--- config.mk ---
export PLATFORM = sky130hd
export DESIGN_NAME = usb_control_request_handler_core
export DESIGN_NICKNAME = d
export VERILOG_FILES = /design/src/rtl/usbcrh_pkg.sv /design/src/rtl/usb_control_request_handler_core.sv /design/src/rtl/usbcrh_cfg_regs.sv /design/src/rtl/usbcrh_decode.sv
export SDC_FILE = /design/constraint.sdc
export NUM_CORES = 1
export LEC_CHECK = 0
export BUFFER_PORTS_ARGS = -buffer_cell sky130_fd_sc_hd__buf_2
export CAP_MARGIN = 20
export CORE_MARGIN = 2
export CORE_UTILIZATION = 59
export CTS_BUF_LIST = sky130_fd_sc_hd__clkbuf_8
export DETAILED_ROUTE_END_ITERATION = 8
export PLACE_DENSITY_LB_ADDON = 0.3
export SKIP_LAST_GASP = 1
export SLEW_MARGIN = 10
export SYNTH_ARGS = -nofsm -noshare
export SYNTH_HDL_FRONTEND = slang
export SYNTH_SLANG_ARGS = --single-unit
--- constraint.sdc ---
create_clock -name clk -period 4.81 [get_ports clk]
set_input_delay 0.481 -clock clk [delete_from_list [all_inputs] [get_ports clk]]
set_output_delay 0.481 -clock clk [all_outputs]
set_load 0.05 [all_outputs]
--- src/rtl/usbcrh_pkg.sv ---
// Shared types and constants of the USB control request handler.
// No dependencies; every other file of the block refers to this package by scoped names.
`default_nettype none

package usbcrh_pkg;

    localparam int NUM_DESC = 6;
    localparam int CFG_INDEX_W = 3;

    localparam logic [1:0] OP_BUS_RESET = 2'd0;
    localparam logic [1:0] OP_SOF       = 2'd1;
    localparam logic [1:0] OP_SETUP     = 2'd2;

    localparam logic [1:0] LINK_NOT_READY = 2'd0;
    localparam logic [1:0] LINK_READY     = 2'd1;
    localparam logic [1:0] LINK_ERROR     = 2'd2;

    localparam logic [2:0] ACT_NONE  = 3'd0;
    localparam logic [2:0] ACT_ACK   = 3'd1;
    localparam logic [2:0] ACT_SEND  = 3'd2;
    localparam logic [2:0] ACT_STALL = 3'd3;
    localparam logic [2:0] ACT_ADDR  = 3'd4;
    localparam logic [2:0] ACT_LINE  = 3'd5;

    localparam logic [2:0] DSEL_DEVICE  = 3'd0;
    localparam logic [2:0] DSEL_CONFIG  = 3'd1;
    localparam logic [2:0] DSEL_LANG    = 3'd2;
    localparam logic [2:0] DSEL_MFR     = 3'd3;
    localparam logic [2:0] DSEL_PRODUCT = 3'd4;
    localparam logic [2:0] DSEL_SERIAL  = 3'd5;

    localparam logic [CFG_INDEX_W-1:0] CFG_DEVICE_LEN  = 3'd0;
    localparam logic [CFG_INDEX_W-1:0] CFG_CONFIG_LEN  = 3'd1;
    localparam logic [CFG_INDEX_W-1:0] CFG_LANG_LEN    = 3'd2;
    localparam logic [CFG_INDEX_W-1:0] CFG_MFR_LEN     = 3'd3;
    localparam logic [CFG_INDEX_W-1:0] CFG_PRODUCT_LEN = 3'd4;
    localparam logic [CFG_INDEX_W-1:0] CFG_SERIAL_LEN  = 3'd5;

    localparam logic [7:0] RST_DEVICE_LEN  = 8'h12;
    localparam logic [7:0] RST_CONFIG_LEN  = 8'h43;
    localparam logic [7:0] RST_LANG_LEN    = 8'd4;
    localparam logic [7:0] RST_MFR_LEN     = 8'h20;
    localparam logic [7:0] RST_PRODUCT_LEN = 8'd24;
    localparam logic [7:0] RST_SERIAL_LEN  = 8'd10;

    localparam logic [1:0] REQ_KIND_STANDARD = 2'd0;
    localparam logic [1:0] REQ_KIND_CLASS    = 2'd1;
    localparam logic [4:0] RECIP_DEVICE      = 5'd0;
    localparam logic [4:0] RECIP_INTERFACE   = 5'd1;

    localparam logic [7:0] REQ_SET_ADDR        = 8'd5;
    localparam logic [7:0] REQ_GET_DESC        = 8'd6;
    localparam logic [7:0] REQ_SET_CONFIG      = 8'd9;
    localparam logic [7:0] REQ_SET_LINE_CODING = 8'd32;
    localparam logic [7:0] REQ_SET_CTRL_LINE   = 8'd34;

    localparam logic [7:0] DT_DEVICE    = 8'd1;
    localparam logic [7:0] DT_CONFIG    = 8'd2;
    localparam logic [7:0] DT_STRING    = 8'd3;
    localparam logic [7:0] DT_QUALIFIER = 8'd6;

    localparam logic [15:0] LINE_CODING_LEN = 16'd7;
    localparam logic [6:0]  ADDR_MASK       = 7'h7f;
    localparam logic [3:0]  PACKET_COUNT_MAX = 4'd15;

    typedef logic [NUM_DESC-1:0][7:0] desc_len_t;

    typedef struct packed {
        logic [1:0]  op;
        logic [7:0]  request_type;
        logic [7:0]  request_code;
        logic [15:0] request_value;
        logic [15:0] request_length;
    } item_t;

    typedef struct packed {
        logic [1:0]  link_mode;
        logic [6:0]  addr;
        logic        addr_en;
        logic [31:0] sof;
    } link_t;

    typedef struct packed {
        logic [2:0] action;
        logic [2:0] descriptor_sel;
        logic [7:0] transfer_length;
        logic [3:0] packet_count;
    } reply_t;

endpackage

`default_nettype wire

--- src/rtl/usb_control_request_handler_core.sv ---
// Top level of the USB control request handler: input register, decision, result register.
// Depends on usbcrh_pkg, usbcrh_cfg_regs and usbcrh_decode.
// An accepted event beat is held in the input register, then its result is held in the result register.
// Throughput: one event per cycle; the input and result registers stall only on out_ready.
// The decision, the state update and the packet count are combinational between the two registers.
// Reset: link not ready, address zero and disabled, frame count zero, descriptor lengths default.
`default_nettype none

module usb_control_request_handler_core #(
    parameter int PACKET_BYTES = 32
) (
    input  wire logic                               clk,
    input  wire logic                               rst_n,
    input  wire logic                               in_valid,
    output logic                                    in_ready,
    input  wire logic [1:0]                         op,
    input  wire logic [7:0]                         request_type,
    input  wire logic [7:0]                         request_code,
    input  wire logic [15:0]                        request_value,
    input  wire logic [15:0]                        request_length,
    output logic                                    out_valid,
    input  wire logic                               out_ready,
    output logic [2:0]                              action,
    output logic [2:0]                              descriptor_sel,
    output logic [7:0]                              transfer_length,
    output logic [3:0]                              packet_count,
    output logic [6:0]                              device_address,
    output logic                                    address_enabled,
    output logic [1:0]                              link_state,
    output logic [31:0]                             frame_count,
    input  wire logic                               cfg_we,
    input  wire logic [usbcrh_pkg::CFG_INDEX_W-1:0] cfg_index,
    input  wire logic [7:0]                         cfg_data
);

    usbcrh_pkg::desc_len_t desc_len;
    usbcrh_pkg::item_t     item_reg;
    logic                  item_valid_reg;
    usbcrh_pkg::link_t     link_reg;
    usbcrh_pkg::link_t     link_next;
    usbcrh_pkg::reply_t    reply_next;
    usbcrh_pkg::reply_t    reply_reg;
    usbcrh_pkg::link_t     out_link_reg;
    logic                  out_valid_reg;
    logic                  out_free;
    logic                  advance;

    assign out_free = !out_valid_reg || out_ready;
    assign advance  = item_valid_reg && out_free;
    assign in_ready = !item_valid_reg || out_free;

    usbcrh_cfg_regs u_cfg (
        .clk       (clk),
        .rst_n     (rst_n),
        .cfg_we    (cfg_we),
        .cfg_index (cfg_index),
        .cfg_data  (cfg_data),
        .desc_len  (desc_len)
    );

    usbcrh_decode #(
        .PACKET_BYTES (PACKET_BYTES)
    ) u_decode (
        .item      (item_reg),
        .link      (link_reg),
        .desc_len  (desc_len),
        .link_next (link_next),
        .reply     (reply_next)
    );

    always_ff @(posedge clk or negedge rst_n)
    begin
        if (!rst_n)
            item_valid_reg <= 1'b0;
        else if (in_ready)
            item_valid_reg <= in_valid;
    end

    always_ff @(posedge clk)
    begin
        if (in_valid && in_ready)
        begin
            item_reg.op             <= op;
            item_reg.request_type   <= request_type;
            item_reg.request_code   <= request_code;
            item_reg.request_value  <= request_value;
            item_reg.request_length <= request_length;
        end
    end

    always_ff @(posedge clk or negedge rst_n)
    begin
        if (!rst_n)
        begin
            link_reg.link_mode <= usbcrh_pkg::LINK_NOT_READY;
            link_reg.addr      <= '0;
            link_reg.addr_en   <= 1'b0;
            link_reg.sof       <= '0;
            out_valid_reg      <= 1'b0;
        end
        else
        begin
            if (advance)
                link_reg <= link_next;
            if (out_free)
                out_valid_reg <= item_valid_reg;
        end
    end

    always_ff @(posedge clk)
    begin
        if (advance)
        begin
            reply_reg    <= reply_next;
            out_link_reg <= link_next;
        end
    end

    assign out_valid       = out_valid_reg;
    assign action          = reply_reg.action;
    assign descriptor_sel  = reply_reg.descriptor_sel;
    assign transfer_length = reply_reg.transfer_length;
    assign packet_count    = reply_reg.packet_count;
    assign device_address  = out_link_reg.addr;
    assign address_enabled = out_link_reg.addr_en;
    assign link_state      = out_link_reg.link_mode;
    assign frame_count     = out_link_reg.sof;

    a_error_stalls: assert property (@(posedge clk) disable iff (!rst_n)
        advance && item_reg.op == usbcrh_pkg::OP_SETUP &&
        link_reg.link_mode == usbcrh_pkg::LINK_ERROR
        |=> action == usbcrh_pkg::ACT_STALL && link_state == usbcrh_pkg::LINK_ERROR)
        else $error("setup in error state was not stalled");

    a_bus_reset: assert property (@(posedge clk) disable iff (!rst_n)
        advance && item_reg.op == usbcrh_pkg::OP_BUS_RESET
        |=> device_address == 7'd0 && !address_enabled &&
            link_state == usbcrh_pkg::LINK_NOT_READY && action == usbcrh_pkg::ACT_NONE)
        else $error("bus reset did not return to default state");

    a_sof_count: assert property (@(posedge clk) disable iff (!rst_n)
        advance && item_reg.op == usbcrh_pkg::OP_SOF
        |=> frame_count == $past(link_reg.sof) + 32'd1)
        else $error("frame count did not advance on start of frame");

    a_send_fields: assert property (@(posedge clk) disable iff (!rst_n)
        out_valid && action != usbcrh_pkg::ACT_SEND
        |-> descriptor_sel == 3'd0 && transfer_length == 8'd0 && packet_count == 4'd0)
        else $error("descriptor fields set without a descriptor send");

    a_send_packets: assert property (@(posedge clk) disable iff (!rst_n)
        out_valid && action == usbcrh_pkg::ACT_SEND
        |-> packet_count != 4'd0 && descriptor_sel <= usbcrh_pkg::DSEL_SERIAL)
        else $error("descriptor send with bad selection or packet count");

endmodule

`default_nettype wire

--- src/rtl/usbcrh_cfg_regs.sv ---
// Descriptor length registers of the USB control request handler.
// Depends on usbcrh_pkg for the register indexes and reset values.
`default_nettype none

module usbcrh_cfg_regs (
    input  wire logic                               clk,
    input  wire logic                               rst_n,
    input  wire logic                               cfg_we,
    input  wire logic [usbcrh_pkg::CFG_INDEX_W-1:0] cfg_index,
    input  wire logic [7:0]                         cfg_data,
    output usbcrh_pkg::desc_len_t                   desc_len
);

    usbcrh_pkg::desc_len_t len_reg;

    always_ff @(posedge clk or negedge rst_n)
    begin
        if (!rst_n)
        begin
            len_reg[0] <= usbcrh_pkg::RST_DEVICE_LEN;
            len_reg[1] <= usbcrh_pkg::RST_CONFIG_LEN;
            len_reg[2] <= usbcrh_pkg::RST_LANG_LEN;
            len_reg[3] <= usbcrh_pkg::RST_MFR_LEN;
            len_reg[4] <= usbcrh_pkg::RST_PRODUCT_LEN;
            len_reg[5] <= usbcrh_pkg::RST_SERIAL_LEN;
        end
        else if (cfg_we)
        begin
            case (cfg_index)
                usbcrh_pkg::CFG_DEVICE_LEN:  len_reg[0] <= cfg_data;
                usbcrh_pkg::CFG_CONFIG_LEN:  len_reg[1] <= cfg_data;
                usbcrh_pkg::CFG_LANG_LEN:    len_reg[2] <= cfg_data;
                usbcrh_pkg::CFG_MFR_LEN:     len_reg[3] <= cfg_data;
                usbcrh_pkg::CFG_PRODUCT_LEN: len_reg[4] <= cfg_data;
                usbcrh_pkg::CFG_SERIAL_LEN:  len_reg[5] <= cfg_data;
                default:                     len_reg <= len_reg;
            endcase
        end
    end

    assign desc_len = len_reg;

endmodule

`default_nettype wire

--- src/rtl/usbcrh_decode.sv ---
// Request decision logic: next link state and reply for one event.
// Depends on usbcrh_pkg; purely combinational.
`default_nettype none

module usbcrh_decode #(
    parameter int PACKET_BYTES = 32
) (
    input  wire usbcrh_pkg::item_t     item,
    input  wire usbcrh_pkg::link_t     link,
    input  wire usbcrh_pkg::desc_len_t desc_len,
    output usbcrh_pkg::link_t          link_next,
    output usbcrh_pkg::reply_t         reply
);

    // Ceiling reciprocal; exact quotient for all 8-bit lengths and packet sizes up to 64.
    localparam logic [16:0] RECIP = 17'(((1 << 16) + PACKET_BYTES - 1) / PACKET_BYTES);

    logic [1:0]  kind;
    logic [4:0]  recip;
    logic [7:0]  dtype;
    logic [7:0]  didx;
    logic        send;
    logic [2:0]  sel;
    logic [7:0]  tbl_len;
    logic [7:0]  tlen;
    logic [24:0] prod;
    logic [7:0]  quot;
    logic [3:0]  pkts;

    assign kind  = item.request_type[6:5];
    assign recip = item.request_type[4:0];
    assign dtype = item.request_value[15:8];
    assign didx  = item.request_value[7:0];

    always_comb
    begin
        link_next = link;
        send      = 1'b0;
        sel       = usbcrh_pkg::DSEL_DEVICE;
        reply     = '0;
        case (item.op)
            usbcrh_pkg::OP_BUS_RESET:
            begin
                link_next.link_mode = usbcrh_pkg::LINK_NOT_READY;
                link_next.addr      = '0;
                link_next.addr_en   = 1'b0;
            end
            usbcrh_pkg::OP_SOF:
            begin
                link_next.sof = link.sof + 32'd1;
            end
            usbcrh_pkg::OP_SETUP:
            begin
                reply.action = usbcrh_pkg::ACT_STALL;
                if (link.link_mode == usbcrh_pkg::LINK_ERROR)
                begin
                    reply.action = usbcrh_pkg::ACT_STALL;
                end
                else if (kind == usbcrh_pkg::REQ_KIND_STANDARD &&
                         recip == usbcrh_pkg::RECIP_DEVICE)
                begin
                    case (item.request_code)
                        usbcrh_pkg::REQ_SET_ADDR:
                        begin
                            link_next.addr    = item.request_value[6:0] & usbcrh_pkg::ADDR_MASK;
                            link_next.addr_en = 1'b1;
                            reply.action      = usbcrh_pkg::ACT_ADDR;
                        end
                        usbcrh_pkg::REQ_GET_DESC:
                        begin
                            case (dtype)
                                usbcrh_pkg::DT_DEVICE:
                                begin
                                    send = 1'b1;
                                    sel  = usbcrh_pkg::DSEL_DEVICE;
                                end
                                usbcrh_pkg::DT_CONFIG:
                                begin
                                    send = 1'b1;
                                    sel  = usbcrh_pkg::DSEL_CONFIG;
                                end
                                usbcrh_pkg::DT_STRING:
                                begin
                                    send = 1'b1;
                                    if (didx inside {[8'd1:8'd3]})
                                        sel = 3'(didx + 8'd2);
                                    else
                                        sel = usbcrh_pkg::DSEL_LANG;
                                end
                                usbcrh_pkg::DT_QUALIFIER:
                                begin
                                    reply.action = usbcrh_pkg::ACT_STALL;
                                end
                                default:
                                begin
                                    link_next.link_mode = usbcrh_pkg::LINK_ERROR;
                                end
                            endcase
                        end
                        usbcrh_pkg::REQ_SET_CONFIG:
                        begin
                            reply.action = usbcrh_pkg::ACT_ACK;
                        end
                        default:
                        begin
                            link_next.link_mode = usbcrh_pkg::LINK_ERROR;
                        end
                    endcase
                end
                else if (kind == usbcrh_pkg::REQ_KIND_CLASS &&
                         recip == usbcrh_pkg::RECIP_INTERFACE &&
                         item.request_code == usbcrh_pkg::REQ_SET_LINE_CODING)
                begin
                    if (item.request_length == usbcrh_pkg::LINE_CODING_LEN)
                        reply.action = usbcrh_pkg::ACT_LINE;
                    else
                        link_next.link_mode = usbcrh_pkg::LINK_ERROR;
                end
                else if (kind == usbcrh_pkg::REQ_KIND_CLASS &&
                         recip == usbcrh_pkg::RECIP_INTERFACE &&
                         item.request_code == usbcrh_pkg::REQ_SET_CTRL_LINE)
                begin
                    link_next.link_mode = usbcrh_pkg::LINK_READY;
                    reply.action        = usbcrh_pkg::ACT_ACK;
                end
                else
                begin
                    link_next.link_mode = usbcrh_pkg::LINK_ERROR;
                end
            end
            default:
            begin
                reply.action = usbcrh_pkg::ACT_NONE;
            end
        endcase
        if (send)
        begin
            reply.action          = usbcrh_pkg::ACT_SEND;
            reply.descriptor_sel  = sel;
            reply.transfer_length = tlen;
            reply.packet_count    = pkts;
        end
    end

    always_comb
    begin
        case (sel)
            usbcrh_pkg::DSEL_DEVICE:  tbl_len = desc_len[0];
            usbcrh_pkg::DSEL_CONFIG:  tbl_len = desc_len[1];
            usbcrh_pkg::DSEL_LANG:    tbl_len = desc_len[2];
            usbcrh_pkg::DSEL_MFR:     tbl_len = desc_len[3];
            usbcrh_pkg::DSEL_PRODUCT: tbl_len = desc_len[4];
            usbcrh_pkg::DSEL_SERIAL:  tbl_len = desc_len[5];
            default:                  tbl_len = desc_len[0];
        endcase
    end

    assign tlen = (item.request_length < {8'd0, tbl_len}) ? item.request_length[7:0] : tbl_len;
    assign prod = 25'(tlen) * 25'(RECIP);
    assign quot = prod[23:16];
    assign pkts = (quot >= 8'(usbcrh_pkg::PACKET_COUNT_MAX)) ? usbcrh_pkg::PACKET_COUNT_MAX
                                                              : 4'(quot + 8'd1);

endmodule

`default_nettype wire
==> results by stage, run 1 <==
Clock tree:
- The H-tree level count is 1.
- The CTS tree is done.
- The clock transition at the register clock pins on the worst setup and hold paths after CTS is 60 ps.
- At the later pin of the worst-skew pair, clock insertion delay measures 560 ps.
- No sink is reached through more buffers than the 3 on the longest clock path.
- The root buffer cell chosen for the clock tree is clkbuf_8.
- The clock drives 201 sinks.
- The post-cts resize count is 0.
- TritonCTS created 31 clock buffers.

Setup path:
- The slowest library cell on the worst path is a2111oi_0.
- Traced cell by cell, the critical path runs through nor4bb_1 > and4_1 > and3_1 > mux2_2 > a21oi_1 > ha_1 > a2111oi_0 > a211oi_1 > nor2b_1 > a31oi_1 > nand4b_4 > mux2i_1 > nor2b_1.
- The register-to-register setup slack is 260 ps.
- In this run the worst path has a maximum fanout of 18.
- The category of the worst setup path launch point is a flop.
- The buffer and inverter count on the worst path is 0.
- The largest single stage delay on the critical path is 500 ps.
- The worst setup path category is flop to flop.
- Broken down by cell family, the worst path's largest delay share belongs to simple AND/OR/NAND/NOR gates.
- In this run the critical register-to-register path is captured at packet_count[0].
- The data arrival time of the critical path is 4830 ps.
- The count of cells along the worst register-to-register path is 13.
- The reg-to-reg startpoint is item_reg[35].
- Data on the critical path is required at its endpoint by 5090 ps.
- The worst setup path is captured at a flop.
- The critical path's most frequent cell is nor2b_1.

Place:
- The count of port buffers added during placement is 126.
- The final HPWL from detailed placement is 13000 um.
- The congestion estimate from routability-driven global placement came to 0.854.

Synthesis:
- For this run, the register share of the synthesized area comes to 0.618.
- The post-synth design cell area is 9050 sq um.
- Of all cell types, the one taking the most synthesized area is edfxtp_1.
- The average cell area after synthesis is 13.0 sq um.
- The post-synthesis share of cell area spent on full adders, half adders and majority gates is 0.0111.
- The fraction of synthesized cell area in xor and xnor cells is 0.0639.
- The count of flip-flops with a built-in enable after synthesis is 109.
- The area share of the largest cell type after synthesis is 0.362.
- Yosys mapped the design onto 66 distinct sky130hd cell types.
- Among all flip-flop cells after synthesis, the most frequent one is edfxtp_1.
- Of the total synthesized cell area, the portion taken by AND, OR, NAND and NOR gates is 0.142.
- The number of nets in the synthesized netlist is 770.
- Synthesis produced a netlist whose cell count is 696.
- In the synthesized netlist the async set-or-reset flop fraction comes to 0.458.
- Ranked by total cell area, the synthesized netlist is headed by edfxtp_1, dfrtp_1, mux2_2, xnor2_1, dfstp_2.
- The fraction of the mapped netlist area in compound gates was 0.0637.
- The Yosys warning count is 0.
- The mux share of post-synthesis cell area is 0.0817.
- The dominant combinational cell family by area after synthesis is simple AND/OR/NAND/NOR gates.
- The number of register bits inferred by synthesis is 201.

GRT:
- Entering global routing, the biggest net connects 55 pins.
- The number of global-route vias before repair came to 6123.
- Across every metal layer, demand over resource in global routing totals 0.229.
- The initial antenna violation count came to 1.
- The first global-routing pass estimated 29600 um of wire.
- For this run the aggregate overflow at the end of global routing stands at 0.

Hold path:
- For hold timing, the worst endpoint is item_reg[49].
- Along the worst hold path, the cell count comes to 1.
- The type of the tightest min-delay check is input port to flop.
- The start point of the worst min-delay path is op[1].

Drt:
- The routed via count divided by cell count is 5.74.
- The first-pass iteration count of the detailed router is 5.
- After the first detailed-routing iteration, the DRC count stood at 494.
- Dividing the detail-routed wire length by the instance count gives 17.5 um.
- The overall via count from detail_route is 6089.
- In this run the remaining antenna-violating nets after routing total 0.
- The sum of routed wire length over all layers is 18600 um.
- The detailed-route DRC error count is 0.

Power and ir drop:
- In this run the static leakage power is 4.48 nW.
- The largest voltage drop on the vdd net is 256 uV.
- Total power for the finished layout comes to 4.09 mW.
- Dividing total power by cell area gives a power density of 388 nW/um^2.

Finish:
- The proportion of layout cells with a drive suffix above 1 is 0.320.
- The number of nets in the final layout is 920.
- Relative to the synthesized area, the layout overhead comes to 16.4%.
- The register with the most flip-flops in the layout has 49 of them.

Floorplanning:
- The initial utilization of the core area, before any placement, comes to 0.600.
- The floorplan step defined a die boundary enclosing 16300 sq um.
- The die width is 128 um.
- The count of pins on the block boundary is 128.
- The y dimension of the die is 128 um.
- The floorplan has 45 rows.
- The placeable core region is 15100 sq um.

Outcome:
- The flow ran to the end, and the final reports show no timing, DRC or antenna violations.

STA:
- The time the worst path needs with I/O delays and setup is 4550 ps.
- The number of hold violations in the final report is 0.
- At the pin with the least slew margin, the transition time is 717 ps.
- Headroom to the max-slew limit came out at 0.522.
- The count of final setup violators is 0.
- The worst hold slack is 95.5 ps.
- The final critical-path share of the clock period is 0.945.
- The post-route clock skew is 20.5 ps.
- The final sum of negative setup slack is 0 ps.
- Setup repair after global routing left no endpoint under its margin.
- Derived from the worst setup path, the maximum achievable clock frequency is 220 MHz.
- The max-slew violation count is 0.

Job:
- The number of maximum-capacitance constraint violations is 0.
## cells in the mapped netlist, types with 5 or more instances
cell type,instances
edfxtp_1,109
dfrtp_1,81
mux2_2,63
nand2_1,57
nor2_1,44
xnor2_1,34
xor2_1,32
nand3_1,26
o21ai_0,21
a31oi_1,19
clkbuf_1,15
inv_1,14
nor3_1,14
a21oi_1,13
dfstp_2,11
a211oi_1,9
and3_1,9
ha_1,8
nand2b_1,8
nand4_1,8
a22o_1,7
buf_2,7
nor2b_1,7
and4_1,6
nor3b_1,5
nor4_1,5
## worst register-to-register path, cell delays in order, from the launching register on
cell and delay [ps]:
edfxtp_1 450, nor4bb_1 490, and4_1 370, and3_1 310, mux2_2 360, a21oi_1 190, ha_1 300, a2111oi_0 500
a211oi_1 130, nor2b_1 170, a31oi_1 300, nand4b_4 320, mux2i_1 220, nor2b_1 170
## power breakdown
part | switching [mW] | internal (mW)
sequential | 0.112 | 2.03
clock | 0.637 | 0.699
combinational | 0.384 | 0.226
total | 1.13 | 2.96
## layer usage
metal	wire length (um)	global-route usage	up-vias
met1	7380	0.281	2977
li1	-	-	2858
met3	1090	0.0434	44
met5	20	0	-
met4	561	0.0918	2
met2	9520	0.403	208
## layout make-up
class,instances,area [sq um]
Fill cell,1032,4550
Antenna cell,1,2.50
Tap cell,188,235
Clock inverter,24,123
Timing Repair Buffer,143,776
Inverter,16,60.1
Multi-Input combinational cell,453,3280
Sequential cell,201,5590
Clock buffer,34,468
## what timing repair did
item,4_1_cts,5_1_grt
hold endpoints to repair,37,0
setup buffers,0,0
hold buffers,1,0
## worst max path at each step
stage	start	end	slack, ps	cells past startpoint
floorplan	item_reg[45]	transfer_length[2]	1030	15
global placement	item_reg[32]	packet_count[0]	650	13
detailed placement	item_reg[33]	packet_count[0]	350	13
CTS	item_reg[33]	packet_count[0]	310	13
global route	item_reg[33]	packet_count[0]	20	13
finish	item_reg[35]	packet_count[0]	260	13
## layout by cell type (no fill, tap or decap), types with 3 or more instances in the layout
cell type	Yosys	routed
buf_2	7	125
edfxtp_1	109	109
dfrtp_1	81	81
mux2_2	63	63
nand2_1	57	57
nor2_1	44	44
xnor2_1	34	34
clkbuf_8	0	34
xor2_1	32	32
inv_1	14	29
nand3_1	26	26
o21ai_0	21	21
a31oi_1	19	19
buf_4	1	16
nor3_1	14	14
a21oi_1	13	13
dfstp_2	11	11
and3_1	9	9
a211oi_1	9	9
nand2b_1	8	8
nand4_1	8	8
ha_1	8	8
nor2b_1	7	7
a22o_1	7	7
and4_1	6	6
nor4_1	5	5
nor3b_1	5	5
clkinv_1	1	5
or2_2	3	3
o2111ai_1	3	3
a21o_1	3	3
nand3b_1	3	3
nor3_2	3	3
nand4b_1	3	3
mux2i_1	3	3
## per-stage QoR
stage,std cells,setup WS (ps),utilization,area (sq um)
3_5_place_dp,999,353,0.657,9910
5_1_grt,1059,22.6,0.698,10500
4_1_cts,1058,315,0.697,10500
3_3_place_gp,999,648,0.657,9910
6_report,1060,264,0.698,10500
2_1_floorplan,696,1030,-,9050
## kinds of logic after synthesis
| group | Yosys count |
|---|---|
| buffers and inverters | 42 |
| xor gates and xnor gates | 66 |
| AOI/OAI and AO/OA | 86 |
| muxes | 66 |
| and+or+nand+nor | 227 |
| adders and majority gates | 8 |
| DFF | 201 |
Power figures use the tool's default switching activity.
==> run 2: changes to the inputs <==
CAP_MARGIN = default   (was 20)
clock period = 4.7 ns   (was 4.81 ns; I/O delays follow)
==> run 2 against run 1 <==
Against the previous run: cell count is 0.38% lower; highest routed layer is now met4; clock power about the same; clock skew is 11 ps lower; sequential cell count unchanged; critical endpoint unchanged.
==> results by stage, run 2 (synthesis results as in run 1) <==
Setup path:
- The buffer and inverter count on the worst path is 0 (unchanged).
- The critical path endpoint category is a flop.
- The register-to-register setup slack is 380 ps (+120 ps).
- The category of the worst setup path launch point is a flop.
- The data arrival time of the critical path was 4600 ps (-230 ps).
- The reg-to-reg startpoint is item_reg[35].
- The maximum fanout encountered on the critical timing path is 18 (unchanged).
- The family with the most delay on the worst path is simple AND/OR/NAND/NOR gates.
- The critical path's most frequent cell is nor2b_1.
- The signal on the critical path passes through nor4bb_1 > and4_1 > and3_1 > mux2_2 > a21oi_1 > ha_1 > a2111oi_0 > a211oi_1 > nor2b_1 > a31oi_1 > nand4b_4 > mux2i_1 > nor2b_1.
- In this run the critical register-to-register path is captured at packet_count[0].
- The count of cells along the worst register-to-register path is 13 (unchanged).
- The largest stage delay on the critical path is 490 ps (about the same).
- The worst endpoint required time is 4990 ps (-100 ps).
- By startpoint and endpoint, the worst setup path is classified as flop to flop.
- The slowest stage of the critical path is the nor4bb_1 cell.

Drt:
- The wire length per cell is 17.0 um (-2.7%).
- The first-pass iteration count of the detailed router came to 5 (unchanged).
- The sum of routed wire length over all layers is 18000 um (-3.1%).
- The routed via count divided by cell count is 5.72 (-0.43%).
- The count of antenna-violating nets left after detailed routing is 0 (unchanged).
- The initial detailed-routing violation count was 358 (-28%).
- The overall via count from detail_route is 6040 (-0.80%).
- The detailed-route DRC error count is 0 (unchanged).

GRT:
- The number of global-route vias before repair came to 6015 (-1.8%).
- The largest net degree at the start of global routing is 65 (+18%).
- The total grt overflow came to 0 (unchanged).
- The initial antenna violation count is 0 (-1).
- The total global-route track usage came to 0.221 (-0.00833).
- The wire length of the first global-routing pass is 28800 um (-2.9%).

Clock tree:
- TritonCTS built the clock tree.
- Clock tree synthesis selected as its root buffer the cell clkbuf_8.
- The number of buffers on the longest clock path is 3 (unchanged).
- The clock sink total came to 201 (unchanged).
- The clock transition at the register clock pins on the worst setup and hold paths after CTS is 60 ps (about the same).
- The clock insertion delay at the later pin of the skew report came to 550 ps (about the same).
- The post-cts resize count is 0 (unchanged).
- The H-tree level count is 1 (unchanged).
- The cts-stage hold buffer count was 1 (unchanged).
- The total clock buffers created by CTS came to 31 (unchanged).
- The total setup buffers inserted after CTS came to 0 (unchanged).

Floorplanning:
- The die width is 128 um (unchanged).
- The row count came to 45 (unchanged).
- The initial core utilization was 0.600 (unchanged).
- The area of the die is 16300 sq um (unchanged).
- The y dimension of the die is 128 um (unchanged).
- The placeable core region is 15100 sq um (unchanged).
- The count of pins on the block boundary is 128 (unchanged).

STA:
- The count of final setup violators is 0 (unchanged).
- The post-route clock skew is 9.63 ps (-10.9 ps).
- The transition time of the tightest slew-check pin is 1130 ps (+415 ps).
- The peak clock frequency supported by timing is 232 MHz (+5.3%).
- Setup repair after global routing left no endpoint under its margin.
- The max-slew violation count is 0 (unchanged).
- The time the worst path needs with I/O delays and setup is 4320 ps (-229 ps).
- The normalized max-slew margin is 0.245 (-0.277).
- The final critical-path share of the clock period is 0.919 (-0.0266).
- The number of hold violations in the final report is 0 (unchanged).
- The final sum of negative setup slack is 0 ps (unchanged).

Finish:
- The non-filler instance count after layout is 1056 (-0.38%).
- The flip-flop count of the largest register, all copies and words added is 49 (unchanged).
- The area of the multi-input gates is 3280 sq um (unchanged).
- The flip-flop and latch area was 5590 sq um (unchanged).
- The most common cell after layout, fill and taps aside is buf_2.
- The number of inserted filler cells in the final layout is 1085 (+5.1%).
- The number of nets in the final layout came to 918 (-0.22%).
- Leaving out fill and tap cells, the most frequent cells in the layout are buf_2, edfxtp_1, dfrtp_1.
- The proportion of layout cells with a drive suffix above 1 is 0.322 (+0.00148).
- The growth of design area from synthesis to finish is 15.9%.

Power and ir drop:
- The leakage component of the power is 4.43 nW (-1.2%).
- The largest voltage drop on the vdd net was 265 uV (+3.4%).
- The power per cell area is 394 nW/um^2 (+1.4%).

Hold path:
- The worst hold path terminates at item_reg[5].
- The type of the tightest min-delay check is input port to flop.
- The worst hold path stage count is 1 (unchanged).
- The startpoint identified for the worst hold timing path is request_length[5].

Place:
- The routability congestion estimate came to 0.853 (about the same).
- The cell count after placement came to 998 (-0.10%).
- The count of port buffers added during placement is 126 (unchanged).
- The final HPWL from detailed placement is 12700 um (-1.9%).

Outcome:
- The flow ran to the end, and the final reports show no timing, DRC or antenna violations.

Job:
- The number of maximum-capacitance constraint violations is 0 (unchanged).
[run 2: cell count changes in the layout (fill, tap and decap cells not counted), sizes merged]
cell,before,now
buf,142,140
bufinv,1,0
clkbuf,34,35
clkinv,7,14
inv,31,22
[run 2: final cells by class]
class                           instances  area share
Timing Repair Buffer                  141      0.0714
Sequential cell                       201       0.533
Clock buffer                           35      0.0459
Antenna cell                            1    0.000239
Multi-Input combinational cell        453       0.313
Clock inverter                         21     0.00835
Inverter                               16     0.00573
Tap cell                              188      0.0224
[run 2: routing by layer]
layer	global-route usage	share of wire	wire, um	vias up
met2	0.387	0.50	9090	190
met4	0.0873	0.031	554	0
met5	0	0	0	-
met3	0.0455	0.058	1040	49
met1	0.270	0.41	7320	2949
li1	-	-	-	2852
[run 2: power breakdown]
part           switching, mW  total, mW  leakage (nW)  internal (mW)
combinational          0.387      0.614          1.88          0.227
clock                  0.644       1.32         0.315          0.677
sequential             0.114       2.19          2.23           2.08
total                   1.15       4.13          4.43           2.98
[run 2: stage by stage]
stage / util / power (mW) / hold slack, ps / setup WS (ps) / area, sq um
detailed placement: 0.656 / 2.84 / 416 / 468 / 9900
global route: 0.695 / 4.32 / 51.5 / 77.9 / 10500
CTS: 0.695 / 4.17 / 55.0 / 409 / 10500
floorplan: - / 2.65 / 174 / 916 / 9050
global placement: 0.656 / 2.80 / 410 / 527 / 9900
finish: 0.695 / 4.13 / 91.8 / 383 / 10500
[run 2: worst max path at each step]
stage	startpoint	endpoint	slack, ps	cells past startpoint
after detailed placement	item_reg[35]	packet_count[0]	470	13
after CTS	item_reg[35]	packet_count[0]	410	13
final	item_reg[35]	packet_count[0]	380	13
after global routing	item_reg[35]	packet_count[0]	80	13
after floorplan	item_reg[45]	transfer_length[2]	920	15
after global placement	item_reg[32]	packet_count[0]	530	13
==> run 3: changes to the inputs <==
BUFFER_PORTS_ARGS = -buffer_cell sky130_fd_sc_hd__buf_4   (was -buffer_cell sky130_fd_sc_hd__buf_2)
RECOVER_POWER = 100   (was default)
==> run 3 against run 2 <==
Against the previous run: the flow now finishes with violations (max-capacitance violations, max-slew violations); count of clock-buffer cells in the layout rose by 6; critical path depth unchanged; design area is 0.42% higher; sequential power about the same; first-iteration DRC count is 11% lower; register-to-register slack worse by 110 ps.
==> results by stage, run 3 (synthesis results as in run 1) <==
Finish:
- The final antenna diode count is 0 (-1).
- The flip-flop count of the largest register, all copies and words added is 49 (unchanged).
- The area of the multi-input gates is 3210 sq um (-2.1%).
- The number of inserted filler cells in the final layout came to 1142 (+5.3%).
- The growth of design area from synthesis to finish is 16.4%.
- Leaving out fill and tap cells, the most frequent cells in the layout are edfxtp_1, dfrtp_1, clkbuf_1.
- The core utilization of the finished layout was 0.698 (+0.00290).
- The most common cell after layout, fill and taps aside is edfxtp_1.
- The number of nets in the final layout is 921 (+0.33%).
- The flip-flop and latch area is 5590 sq um (unchanged).
- The proportion of layout cells with a drive suffix above 1 is 0.230 (-0.0916).

Floorplanning:
- The count of pins on the block boundary is 128 (unchanged).
- The row count is 45 (unchanged).
- The placeable core region is 15100 sq um (unchanged).
- The die width is 128 um (unchanged).
- The area of the die is 16300 sq um (unchanged).
- The y dimension of the die came to 128 um (unchanged).
- The initial core utilization is 0.600 (unchanged).

GRT:
- The total grt overflow is 0 (unchanged).
- The largest net degree at the start of global routing is 65 (unchanged).
- The number of global-route vias before repair is 5972 (-0.71%).
- The total global-route track usage came to 0.225 (+0.00435).
- The initial antenna violation count is 0 (unchanged).
- The wire length of the first global-routing pass is 28900 um (+0.31%).

Drt:
- The count of antenna-violating nets left after detailed routing was 0 (unchanged).
- The met2 wire length is 9390 um (+3.3%).
- The initial detailed-routing violation count came to 318 (-11%).
- The detailed route wirelength on metal3 is 1020 um (-1.5%).
- The wire length per cell came to 17.4 um (+2.3%).
- The length of routed wiring on met1 is 7560 um (+3.4%).
- The routed via count divided by cell count is 5.73 (+0.24%).
- The detailed-route DRC error count is 0 (unchanged).
- After detailed routing, no signal wire sits above met4.
- The first-pass iteration count of the detailed router is 5 (unchanged).
- The overall via count from detail_route is 6083 (+0.71%).
- The sum of routed wire length over all layers is 18500 um (+2.8%).

Setup path:
- The critical path ends at packet_count[0].
- The count of cells along the worst register-to-register path was 13 (unchanged).
- On the critical path, the stage with the largest delay is an instance of edfxtp_1.
- STA classifies the critical path startpoint as a flop.
- On the critical path the largest part of the delay comes from simple AND/OR/NAND/NOR gates.
- The buffer and inverter count on the worst path was 0 (unchanged).
- The register-to-register setup slack was 280 ps (-110 ps).
- The worst endpoint required time is 4940 ps (-50 ps).
- The worst register-to-register path begins at item_reg[33].
- The critical path endpoint category is a flop.
- The maximum fanout encountered on the critical timing path is 18 (unchanged).
- The data arrival time of the critical path came to 4660 ps (+60 ps).
- In this design, the critical path's most frequently occurring cell is nor2b_1.
- The startpoint of the most critical setup path is item_reg[33].
- The worst setup path category is flop to flop.
- The largest stage delay on the critical path is 490 ps (about the same).
- Walking the worst path, the cells encountered are nor4bb_1 > and4_1 > and3_1 > mux2_2 > a21oi_1 > ha_1 > a2111oi_0 > a211oi_1 > nor2b_1 > a31oi_1 > nand4b_4 > mux2i_1 > nor2b_1.
- The total stage count of the critical path was 13 (unchanged).
- In this run the critical register-to-register path is captured at packet_count[0].

Clock tree:
- TritonCTS built the clock tree.
- The number of buffers on the longest clock path is 3 (unchanged).
- The post-cts resize count is 0 (unchanged).
- The clock transition at the register clock pins on the worst setup and hold paths after CTS is 60 ps (about the same).
- The total setup buffers inserted after CTS came to 0 (unchanged).
- The cts-stage hold buffer count is 1 (unchanged).
- The clock insertion delay at the later pin of the skew report is 510 ps (-40 ps).
- The H-tree level count was 2 (+1).
- The clock sink total is 201 (unchanged).
- The root buffer cell chosen for the clock tree is clkbuf_8.
- The total clock buffers created by CTS is 35 (+13%).

STA:
- The time the worst path needs with I/O delays and setup was 4420 ps (+105 ps).
- The final sum of negative setup slack came to 0 ps (unchanged).
- The peak clock frequency supported by timing was 226 MHz (-2.4%).
- The normalized max-slew margin came to -1.06 (-1.31).
- The transition time of the tightest slew-check pin is 3090 ps (+1960 ps).
- The post-route clock skew was 12.1 ps (+2.49 ps).
- The final critical-path share of the clock period came to 0.941 (+0.0223).
- The max-slew violation count came to 209 (+209).
- The count of final setup violators was 0 (unchanged).
- The number of hold violations in the final report is 0 (unchanged).
- Setup repair after global routing left no endpoint under its margin.

Outcome:
- The flow ran to the end, but the final reports show violations.
- The checks that failed: max-capacitance violations, max-slew violations.

Power and ir drop:
- The largest voltage drop on the vdd net was 307 uV (+16%).
- The power per cell area is 406 nW/um^2 (+3.1%).
- The leakage component of the power is 4.28 nW (-3.4%).

Place:
- The count of port buffers added during placement is 126 (unchanged).
- The routability congestion estimate is 0.844 (-1.1%).
- The final HPWL from detailed placement came to 12900 um (+1.0%).

Hold path:
- The type of the tightest min-delay check is input port to flop.

Job:
- The number of maximum-capacitance constraint violations is 4 (+4).
[run 3: per-layer routing]
metal  track usage  up-vias
met5             0        -
met3        0.0488       39
met4        0.0879        0
met1         0.278     2975
met2         0.391      209
li1              -     2860
[run 3: how the worst min path moves through the flow]
stage                           start        endpoint  slack, ps  cells past startpoint
finish              request_value[15]    item_reg[31]        160                      1
global route        request_value[14]    item_reg[30]        130                      1
CTS                   request_type[0]    item_reg[40]        110                      1
detailed placement              rst_n    link_reg[11]        410                      1
global placement                rst_n     link_reg[5]        410                      1
floorplan                       rst_n  item_valid_reg        170                      0
[run 3: metrics by stage]
| step | setup slack (ps) | hold WS (ps) | instance area (sq um) | instances | power [mW] |
|---|---|---|---|---|---|
| after CTS | 279 | 106 | 10900 | 1061 | 4.37 |
| after detailed placement | 329 | 410 | 10200 | 997 | 2.89 |
| final | 278 | 158 | 10500 | 1061 | 4.28 |
| after floorplan | 916 | 174 | 9050 | 696 | 2.65 |
| after global placement | 489 | 411 | 10200 | 997 | 2.84 |
| after global routing | 32.1 | 133 | 10500 | 1061 | 4.45 |
[run 3: final cells by class]
type                            instances  share of cell area
Sequential cell                       201               0.531
Multi-Input combinational cell        453               0.305
Timing Repair Buffer                  140              0.0739
Clock buffer                           41              0.0536
Tap cell                              188              0.0223
Clock inverter                         22             0.00867
Inverter                               16             0.00570
[run 3: power by group]
group / total [mW] / switching [mW] / leakage, nW / internal (mW)
Combinational: 0.609 / 0.388 / 1.67 / 0.222
Sequential: 2.20 / 0.113 / 2.23 / 2.08
Clock: 1.47 / 0.677 / 0.379 / 0.794
Total: 4.28 / 1.18 / 4.28 / 3.10
